**src/rtl/sms_pkg.sv**
```systemverilog
package sms_pkg;

  localparam int MAX_ELEMENTS_DEF = 64;
  localparam int LOGIT_W = 16;
  localparam int TERM_W = 17;
  localparam int VALUE_W = 18;
  localparam int TDATA_IN_W = 16;
  localparam int TDATA_OUT_W = 24;
  localparam int APB_ADDR_W = 3;
  localparam int APB_DATA_W = 32;
  localparam int DIV_STEPS = 17;
  localparam logic [16:0] LOG2E_Q16 = 17'd94548;
  localparam logic [TERM_W-1:0] ONE_Q16 = 17'd65536;
  localparam logic [0:0] REG_GRADIENT_MODE = 1'b0;

  typedef enum logic [2:0] {
    ST_LOAD,
    ST_EXP_RD,
    ST_EXP_MUL,
    ST_EXP_ACC,
    ST_DIV_RD,
    ST_DIV_INIT,
    ST_DIV_STEP,
    ST_OUT
  } state_t;

  typedef struct packed {
    logic load_en;
    logic exp_rd;
    logic exp_mul;
    logic exp_acc;
    logic div_rd;
    logic div_init;
    logic div_step;
    logic out_load;
    logic clear;
  } cmd_t;

  typedef struct packed {
    logic last_in;
    logic idx_last;
    logic div_last;
    logic out_free;
  } status_t;

  function automatic logic [TERM_W-1:0] exp2_frac(input logic [3:0] k);
    logic [TERM_W-1:0] r;
    case (k)
      4'd0: r = 17'd65536;
      4'd1: r = 17'd62757;
      4'd2: r = 17'd60097;
      4'd3: r = 17'd57549;
      4'd4: r = 17'd55109;
      4'd5: r = 17'd52773;
      4'd6: r = 17'd50535;
      4'd7: r = 17'd48393;
      4'd8: r = 17'd46341;
      4'd9: r = 17'd44376;
      4'd10: r = 17'd42495;
      4'd11: r = 17'd40693;
      4'd12: r = 17'd38968;
      4'd13: r = 17'd37316;
      4'd14: r = 17'd35734;
      default: r = 17'd34219;
    endcase
    return r;
  endfunction

endpackage

```
**src/rtl/sms_ctrl.sv**
```systemverilog
module sms_ctrl (
  input  logic              clk,
  input  logic              rst,
  input  logic              s_accept,
  input  sms_pkg::status_t  status,
  output sms_pkg::cmd_t     cmd,
  output logic              in_ready
);
  import sms_pkg::*;

  state_t state, state_next;

  always_ff @(posedge clk) begin
    if (rst) begin
      state <= ST_LOAD;
    end else begin
      state <= state_next;
    end
  end

  always_comb begin
    state_next = state;
    case (state)
      ST_LOAD: begin
        if (s_accept && status.last_in) begin
          state_next = ST_EXP_RD;
        end
      end
      ST_EXP_RD: state_next = ST_EXP_MUL;
      ST_EXP_MUL: state_next = ST_EXP_ACC;
      ST_EXP_ACC: state_next = status.idx_last ? ST_DIV_RD : ST_EXP_RD;
      ST_DIV_RD: state_next = ST_DIV_INIT;
      ST_DIV_INIT: state_next = ST_DIV_STEP;
      ST_DIV_STEP: begin
        if (status.div_last) begin
          state_next = ST_OUT;
        end
      end
      ST_OUT: begin
        if (status.out_free) begin
          state_next = status.idx_last ? ST_LOAD : ST_DIV_RD;
        end
      end
      default: state_next = ST_LOAD;
    endcase
  end

  always_comb begin
    cmd = '0;
    in_ready = 1'b0;
    case (state)
      ST_LOAD: begin
        in_ready = 1'b1;
        cmd.load_en = s_accept;
      end
      ST_EXP_RD: cmd.exp_rd = 1'b1;
      ST_EXP_MUL: cmd.exp_mul = 1'b1;
      ST_EXP_ACC: cmd.exp_acc = 1'b1;
      ST_DIV_RD: cmd.div_rd = 1'b1;
      ST_DIV_INIT: cmd.div_init = 1'b1;
      ST_DIV_STEP: cmd.div_step = 1'b1;
      ST_OUT: begin
        cmd.out_load = status.out_free;
        cmd.clear = status.out_free && status.idx_last;
      end
      default: cmd = '0;
    endcase
  end

endmodule

```
**src/rtl/sms_dp.sv**
```systemverilog
module sms_dp #(
  parameter int MAX_ELEMENTS = sms_pkg::MAX_ELEMENTS_DEF
) (
  input  logic                                 clk,
  input  logic                                 rst,
  input  sms_pkg::cmd_t                        cmd,
  output sms_pkg::status_t                     status,
  input  logic                                 gradient_mode,
  input  logic signed [sms_pkg::LOGIT_W-1:0]   logit,
  input  logic                                 target_hot,
  input  logic                                 last_element,
  output logic signed [sms_pkg::VALUE_W-1:0]   value,
  output logic                                 last_result,
  output logic                                 out_valid,
  input  logic                                 out_ready
);
  import sms_pkg::*;

  localparam int IDX_W = (MAX_ELEMENTS > 1) ? $clog2(MAX_ELEMENTS) : 1;
  localparam int CNT_W = $clog2(MAX_ELEMENTS + 1);
  localparam int TOT_W = TERM_W + ((MAX_ELEMENTS > 1) ? $clog2(MAX_ELEMENTS) : 0);
  localparam int REM_W = TOT_W + 1;
  localparam int NUM_W = TERM_W + 16 + 1;
  localparam int Y_W = LOGIT_W + 17;

  logic signed [LOGIT_W-1:0] logit_mem [MAX_ELEMENTS];
  logic [TERM_W-1:0]         exp_mem [MAX_ELEMENTS];
  logic                      target_mem [MAX_ELEMENTS];

  logic [CNT_W-1:0]          count;
  logic signed [LOGIT_W-1:0] running_max;
  logic [TOT_W-1:0]          exp_total;
  logic [IDX_W-1:0]          idx;
  logic signed [LOGIT_W-1:0] rd_logit;
  logic [TERM_W-1:0]         rd_exp;
  logic                      rd_tgt;
  logic [Y_W-1:0]            y;
  logic [REM_W-1:0]          rem;
  logic [DIV_STEPS-1:0]      quot;
  logic [4:0]                step;

  logic [LOGIT_W-1:0]        diff;
  logic [8:0]                shift_n;
  logic [TERM_W-1:0]         term;
  logic [NUM_W-1:0]          num;
  logic [REM_W-1:0]          rem_shift;
  logic                      rem_ge;
  logic                      out_taken;

  assign out_taken = out_valid && out_ready;
  assign status.last_in = last_element;
  assign status.idx_last = (CNT_W'(idx) == count - CNT_W'(1));
  assign status.div_last = (step == 5'(DIV_STEPS - 1));
  assign status.out_free = !out_valid || out_ready;

  // d = max - x is always non-negative and fits 16 bits unsigned.
  assign diff = LOGIT_W'(running_max - rd_logit);
  assign shift_n = y[Y_W-1:24];
  assign term = (shift_n >= 9'd17) ? '0 : (exp2_frac(y[23:20]) >> shift_n[4:0]);
  assign num = (NUM_W'(rd_exp) << 16) + NUM_W'(exp_total >> 1);
  assign rem_shift = {rem[REM_W-2:0], quot[DIV_STEPS-1]};
  assign rem_ge = (rem_shift >= REM_W'(exp_total));

  always_ff @(posedge clk) begin
    if (cmd.load_en && (count < CNT_W'(MAX_ELEMENTS))) begin
      logit_mem[idx] <= logit;
      target_mem[idx] <= target_hot;
    end
    if (cmd.exp_acc) begin
      exp_mem[idx] <= term;
    end
    if (cmd.exp_rd) begin
      rd_logit <= logit_mem[idx];
    end
    if (cmd.div_rd) begin
      rd_exp <= exp_mem[idx];
      rd_tgt <= target_mem[idx];
    end
  end

  always_ff @(posedge clk) begin
    if (cmd.exp_mul) begin
      y <= Y_W'(diff) * Y_W'(LOG2E_Q16);
    end
    if (cmd.div_init) begin
      // The top part of the numerator is already below the divisor.
      rem <= REM_W'(num[NUM_W-1:DIV_STEPS]);
      quot <= num[DIV_STEPS-1:0];
    end else if (cmd.div_step) begin
      rem <= rem_ge ? (rem_shift - REM_W'(exp_total)) : rem_shift;
      quot <= {quot[DIV_STEPS-2:0], rem_ge};
    end
    if (cmd.out_load) begin
      value <= $signed({1'b0, quot}) -
               ((gradient_mode && rd_tgt) ? $signed({1'b0, ONE_Q16}) : 18'sd0);
      last_result <= status.idx_last;
    end
  end

  always_ff @(posedge clk) begin
    if (rst) begin
      count <= '0;
      running_max <= '0;
      exp_total <= '0;
      idx <= '0;
      step <= '0;
      out_valid <= 1'b0;
    end else begin
      if (cmd.load_en) begin
        if (count < CNT_W'(MAX_ELEMENTS)) begin
          if ((count == '0) || (logit > running_max)) begin
            running_max <= logit;
          end
          count <= count + CNT_W'(1);
          idx <= idx + IDX_W'(1);
        end
        if (last_element) begin
          idx <= '0;
          exp_total <= '0;
        end
      end
      if (cmd.exp_acc) begin
        exp_total <= exp_total + TOT_W'(term);
        idx <= status.idx_last ? '0 : idx + IDX_W'(1);
      end
      if (cmd.div_init) begin
        step <= '0;
      end else if (cmd.div_step) begin
        step <= step + 5'd1;
      end
      if (cmd.out_load) begin
        out_valid <= 1'b1;
        idx <= status.idx_last ? '0 : idx + IDX_W'(1);
      end else if (out_taken) begin
        out_valid <= 1'b0;
      end
      if (cmd.clear) begin
        count <= '0;
        running_max <= '0;
        exp_total <= '0;
      end
    end
  end

  a_count_bound: assert property (@(posedge clk) disable iff (rst)
    count <= CNT_W'(MAX_ELEMENTS))
    else $error("element count beyond capacity");

  a_total_floor: assert property (@(posedge clk) disable iff (rst)
    cmd.div_init |-> (exp_total >= TOT_W'(ONE_Q16)))
    else $error("exponent sum below one at division");

  a_value_range: assert property (@(posedge clk) disable iff (rst)
    out_valid |-> ((value >= -18'sd65536) && (value <= 18'sd65536)))
    else $error("result out of Q1.16 range");

  a_out_no_overwrite: assert property (@(posedge clk) disable iff (rst)
    (out_valid && !out_ready) |-> !cmd.out_load)
    else $error("pending result overwritten");

endmodule

```
**src/rtl/softmax_with_gradient.sv**
```systemverilog
// Loading accepts words only in the load state; the word flagged tlast starts the computation.
// Exponent pass, per stored element: memory read, log2e multiply, then shift and sum.
// Division pass: per element a read, setup, 17 restoring steps and an output load that waits
// while the previous result is still held; the divider yields one quotient bit per cycle.
// Reset (synchronous, active high) clears the count, maximum, sum, divider step counter and
// output valid and sets gradient_mode to 0; the element stores are written before they are read.
module softmax_with_gradient #(
  parameter int MAX_ELEMENTS = sms_pkg::MAX_ELEMENTS_DEF
) (
  input  logic                                clk,
  input  logic                                rst,
  input  logic                                psel,
  input  logic                                penable,
  input  logic                                pwrite,
  input  logic [sms_pkg::APB_ADDR_W-1:0]      paddr,
  input  logic [sms_pkg::APB_DATA_W-1:0]      pwdata,
  output logic [sms_pkg::APB_DATA_W-1:0]      prdata,
  output logic                                pready,
  input  logic                                s_axis_tvalid,
  output logic                                s_axis_tready,
  input  logic [sms_pkg::TDATA_IN_W-1:0]      s_axis_tdata,  // [15:0] logit
  input  logic                                s_axis_tuser,  // [0] target_hot
  input  logic                                s_axis_tlast,  // last_element
  output logic                                m_axis_tvalid,
  input  logic                                m_axis_tready,
  output logic [sms_pkg::TDATA_OUT_W-1:0]     m_axis_tdata,  // [17:0] value, rest zero
  output logic                                m_axis_tlast   // last_result
);
  import sms_pkg::*;

  cmd_t    cmd;
  status_t status;
  logic    gradient_mode;
  logic    s_accept;
  logic    cfg_write;
  logic signed [VALUE_W-1:0] value;

  // Registers sit at byte address 4*i, so the word index is paddr above bit 1.
  assign pready = 1'b1;
  assign cfg_write = psel && penable && pwrite;
  assign prdata = (paddr[APB_ADDR_W-1:2] == REG_GRADIENT_MODE) ?
                  APB_DATA_W'(gradient_mode) : '0;

  always_ff @(posedge clk) begin
    if (rst) begin
      gradient_mode <= 1'b0;
    end else if (cfg_write && (paddr[APB_ADDR_W-1:2] == REG_GRADIENT_MODE)) begin
      gradient_mode <= pwdata[0];
    end
  end

  assign s_accept = s_axis_tvalid && s_axis_tready;

  // The controller only sequences; the element storage and all arithmetic live in the datapath.
  sms_ctrl u_ctrl (
    .clk      (clk),
    .rst      (rst),
    .s_accept (s_accept),
    .status   (status),
    .cmd      (cmd),
    .in_ready (s_axis_tready)
  );

  sms_dp #(
    .MAX_ELEMENTS (MAX_ELEMENTS)
  ) u_dp (
    .clk           (clk),
    .rst           (rst),
    .cmd           (cmd),
    .status        (status),
    .gradient_mode (gradient_mode),
    .logit         ($signed(s_axis_tdata)),
    .target_hot    (s_axis_tuser),
    .last_element  (s_axis_tlast),
    .value         (value),
    .last_result   (m_axis_tlast),
    .out_valid     (m_axis_tvalid),
    .out_ready     (m_axis_tready)
  );

  // The result word is held in the datapath output register until taken.
  assign m_axis_tdata = {{(TDATA_OUT_W - VALUE_W){1'b0}}, value};

endmodule

```
**config.mk**
```make
export PLATFORM = sky130hd
export DESIGN_NAME = softmax_with_gradient
export DESIGN_NICKNAME = d
export VERILOG_FILES = /design/src/rtl/sms_pkg.sv /design/src/rtl/sms_ctrl.sv /design/src/rtl/sms_dp.sv /design/src/rtl/softmax_with_gradient.sv
export SDC_FILE = /design/constraint.sdc
export NUM_CORES = 2
export LEC_CHECK = 0
export BUFFER_PORTS_ARGS = -buffer_cell sky130_fd_sc_hd__buf_2
export CELL_PAD_IN_SITES_DETAIL_PLACEMENT = 0
export CELL_PAD_IN_SITES_GLOBAL_PLACEMENT = 1
export CORE_MARGIN = 10
export CORE_UTILIZATION = 45
export CTS_CLUSTER_DIAMETER = 60
export DETAILED_ROUTE_END_ITERATION = 7
export HOLD_SLACK_MARGIN = 0.08
export PLACE_DENSITY_LB_ADDON = 0.15
export SLEW_MARGIN = 20
export SYNTH_ARGS = -nofsm -noshare
export SYNTH_HDL_FRONTEND = slang
export SYNTH_SLANG_ARGS = --single-unit
```
**constraint.sdc**
```tcl
create_clock -name clk -period 17.5 [get_ports clk]
set_input_delay 3.5 -clock clk [delete_from_list [all_inputs] [get_ports clk]]
set_output_delay 3.5 -clock clk [all_outputs]
set_load 0.02 [all_outputs]
```
==> results.ini <==
[layout]
final_layout_size_suffix_gt1_frac=0.1324
final_cell_mix=edfxtp_1 (2276), a22oi_1 (723), clkbuf_16 (237), ha_1 (221), buf_4 (215)
final_nets=6366
multiInputGateArea_mm2=0.02276
seq_area_mm2=0.07005
area_delta_synth_final_pct=13.11
final_common_cell=edfxtp_1
post-route-util=0.5101
fillers=17430

[status]
status=finished, final reports clean

[worst_setup_path]
critPathBufInv=7
critPathKind=flip-flop to flip-flop
setup.worst_path.end_class=flip-flop
startpoint_type=flip-flop
worstPathArrival_ns=9.73
cpPeakStageDelay_ns=0.52
cp_slowest_cell=fa_1
worst_ep_required_time_ns=18.26
crit_top_cell=inv_1
crit_fanout=8
cpLargestDelayFamily=adder cells

[detailed_routing]
drtPass1Iterations=5
viasPerCell=6.025
wl_mm=269.9
drt_iter0_markers=5672
wl_per_cell_um=29.90
vias=54390
ant_nets=0
drc=0

[flow_run]
maxCapViolations=0

[synthesis]
synth-edff-count=2276
yosysWarnings=0
synth-simple-area-share=0.03831
ys_ff_latch=2361
synth_adder_area_share=0.04459
syn_inst=5840
muxShareOfSynthArea=0.005717
synth_top_family_by_area=compound AO/OA/AOI/OAI gates
ys_async_sr_fraction=0
synthXorXnorAreaFrac=0.009285
synth_area_mm2=0.09433
syn_avg_cell_area_um2=16.15
synthFlopType=edfxtp_1
ys_types=97
yosysSeqAreaShare=0.7426
synth_compound_area_frac=0.1340

[placement]
numPortBuffers=48
dp_hpwl_mm=154.8
gp_congestion=0.8338

[clocking]
cts_resized=0
clk_pin_slew_ns=0.06
postCtsHoldBufs=0
clockBufferDepth=3
numCtsBuffers=237
cts_tree=built
post_cts_buffers=0
clk-insertion-delay-late_ns=0.91
cts-htree-levels=4
clock-sinks=2361
clock-root-buffer=clkbuf_16

[floorplan]
core.rowCount=168
core-area_mm2=0.2092
die_area_mm2=0.2283
initial_core_util=0.4510
pin_count=120
chipHeight_um=477.9
die_x_um=477.9

[hold_path]
hold_path.class=flip-flop to flip-flop

[sta]
slew_viol_final=0
hold_ws_ns=0.4493
tns_ns=0
hold_viol_final=0
worstMarginPinSlew_ns=1.378
min_period_over_period=0.5120
fmax_ghz=0.1116
min_period_ns=8.960
setup_viol=0
clock_skew_ns=0.07953
relSlewSlack=0.07319
rsz0062_at_grt=no

[global_route]
gr-total-overflow=0
grt_pass1_vias=53290
grt_usage=0.2292
grt_max_degree=102
grt_antenna_before_repair=10
grt_pass1_wl_mm=388.2

-- layout make-up --
class	count	area share
flip-flops and latches	2361	0.6565
multi-input cells	2939	0.2133
clock buffers	288	0.05747
well taps	2805	0.03289
repair buffers	272	0.01899
clock inverters	155	0.01360
inverters	202	0.007106
diodes	6	0.0001407
-- kinds of logic after synthesis --
kind of cell | after synthesis
flops | 2361
mux | 50
simple gates | 735
xor+xnor | 100
other cells | 2
buf+inv | 576
fa+ha+maj | 293
compound gates | 1723
-- worst reg2reg max path, delay by kind of cell, from the launching register on --
| kind | cells | cell delay, ns |
|---|---|---|
| AOI/OAI and AO/OA | 12 | 2.80 |
| muxes | 2 | 0.66 |
| xor gates and xnor gates | 2 | 0.63 |
| buffers and inverters | 7 | 0.55 |
| adders and majority gates | 10 | 3.79 |
| DFF | 1 | 0.32 |
| and+or+nand+nor | 1 | 0.11 |
-- through the flow --
step | std cells | setup slack, ns | instance area (um^2)
CTS | 9022 | 8.523 | 106600
global route | 9024 | 8.007 | 106700
finish | 9028 | 8.540 | 106700
detailed placement | 8579 | 8.590 | 99030
floorplan | 5876 | 9.634 | 94470
global placement | 8578 | 8.509 | 98940
-- layer usage --
layer | routed length, um | GRT usage | share of wire
met4 | 7657 | 0.06660 | 0.028
met3 | 16010 | 0.02897 | 0.059
met2 | 130200 | 0.3767 | 0.48
met1 | 116000 | 0.3210 | 0.43
met5 | 27 | 0 | 0.00010
-- path summary, 6_finish.rpt --
check | from | end | slack, ns | depth (start not counted)
worst max-delay path | u_dp.running_max[0] | flip-flop | 8.54 | 34
worst min-delay path | u_dp.quot[4] | u_dp.value[4] | 0.45 | 0
worst max register to register | u_dp.running_max[0] | flip-flop | 8.54 | 34
worst min register to register | u_dp.quot[4] | u_dp.value[4] | 0.45 | 0
-- state kept, by name (all words and copies together), names as in the netlist, named ones only --
register	flops
gradient_mode	1
u_ctrl.state	3
u_dp.count	7
u_dp.exp_mem	1088
u_dp.exp_total	23
u_dp.idx	6
u_dp.last_result	1
u_dp.logit_mem	1024
u_dp.out_valid	1
u_dp.quot	17
u_dp.rd_exp	17
u_dp.rd_logit	16
u_dp.rd_tgt	1
u_dp.rem	23
u_dp.running_max	16
u_dp.step	5
u_dp.target_mem	64
u_dp.value	18
u_dp.y	13
-- cells in the mapped netlist (57+ instances only) --
| cell | n | area share |
|---|---|---|
| clkbuf_1 | 229 | 0.0091 |
| a221oi_1 | 191 | 0.018 |
| ha_1 | 221 | 0.029 |
| a21oi_1 | 203 | 0.011 |
| nor2_1 | 276 | 0.011 |
| o21ai_0 | 73 | 0.0039 |
| a31oi_1 | 176 | 0.012 |
| nand2_1 | 116 | 0.0046 |
| a22o_1 | 192 | 0.018 |
| edfxtp_1 | 2276 | 0.72 |
| nand4_1 | 124 | 0.0082 |
| fa_1 | 72 | 0.015 |
| a22oi_1 | 723 | 0.058 |
| inv_1 | 200 | 0.0080 |
| nand3_1 | 59 | 0.0031 |
| dfxtp_1 | 85 | 0.018 |
| buf_2 | 57 | 0.0030 |
Power is not shown: default switching activity piles up to over one toggle a cycle in this logic, so the estimate is an artifact.
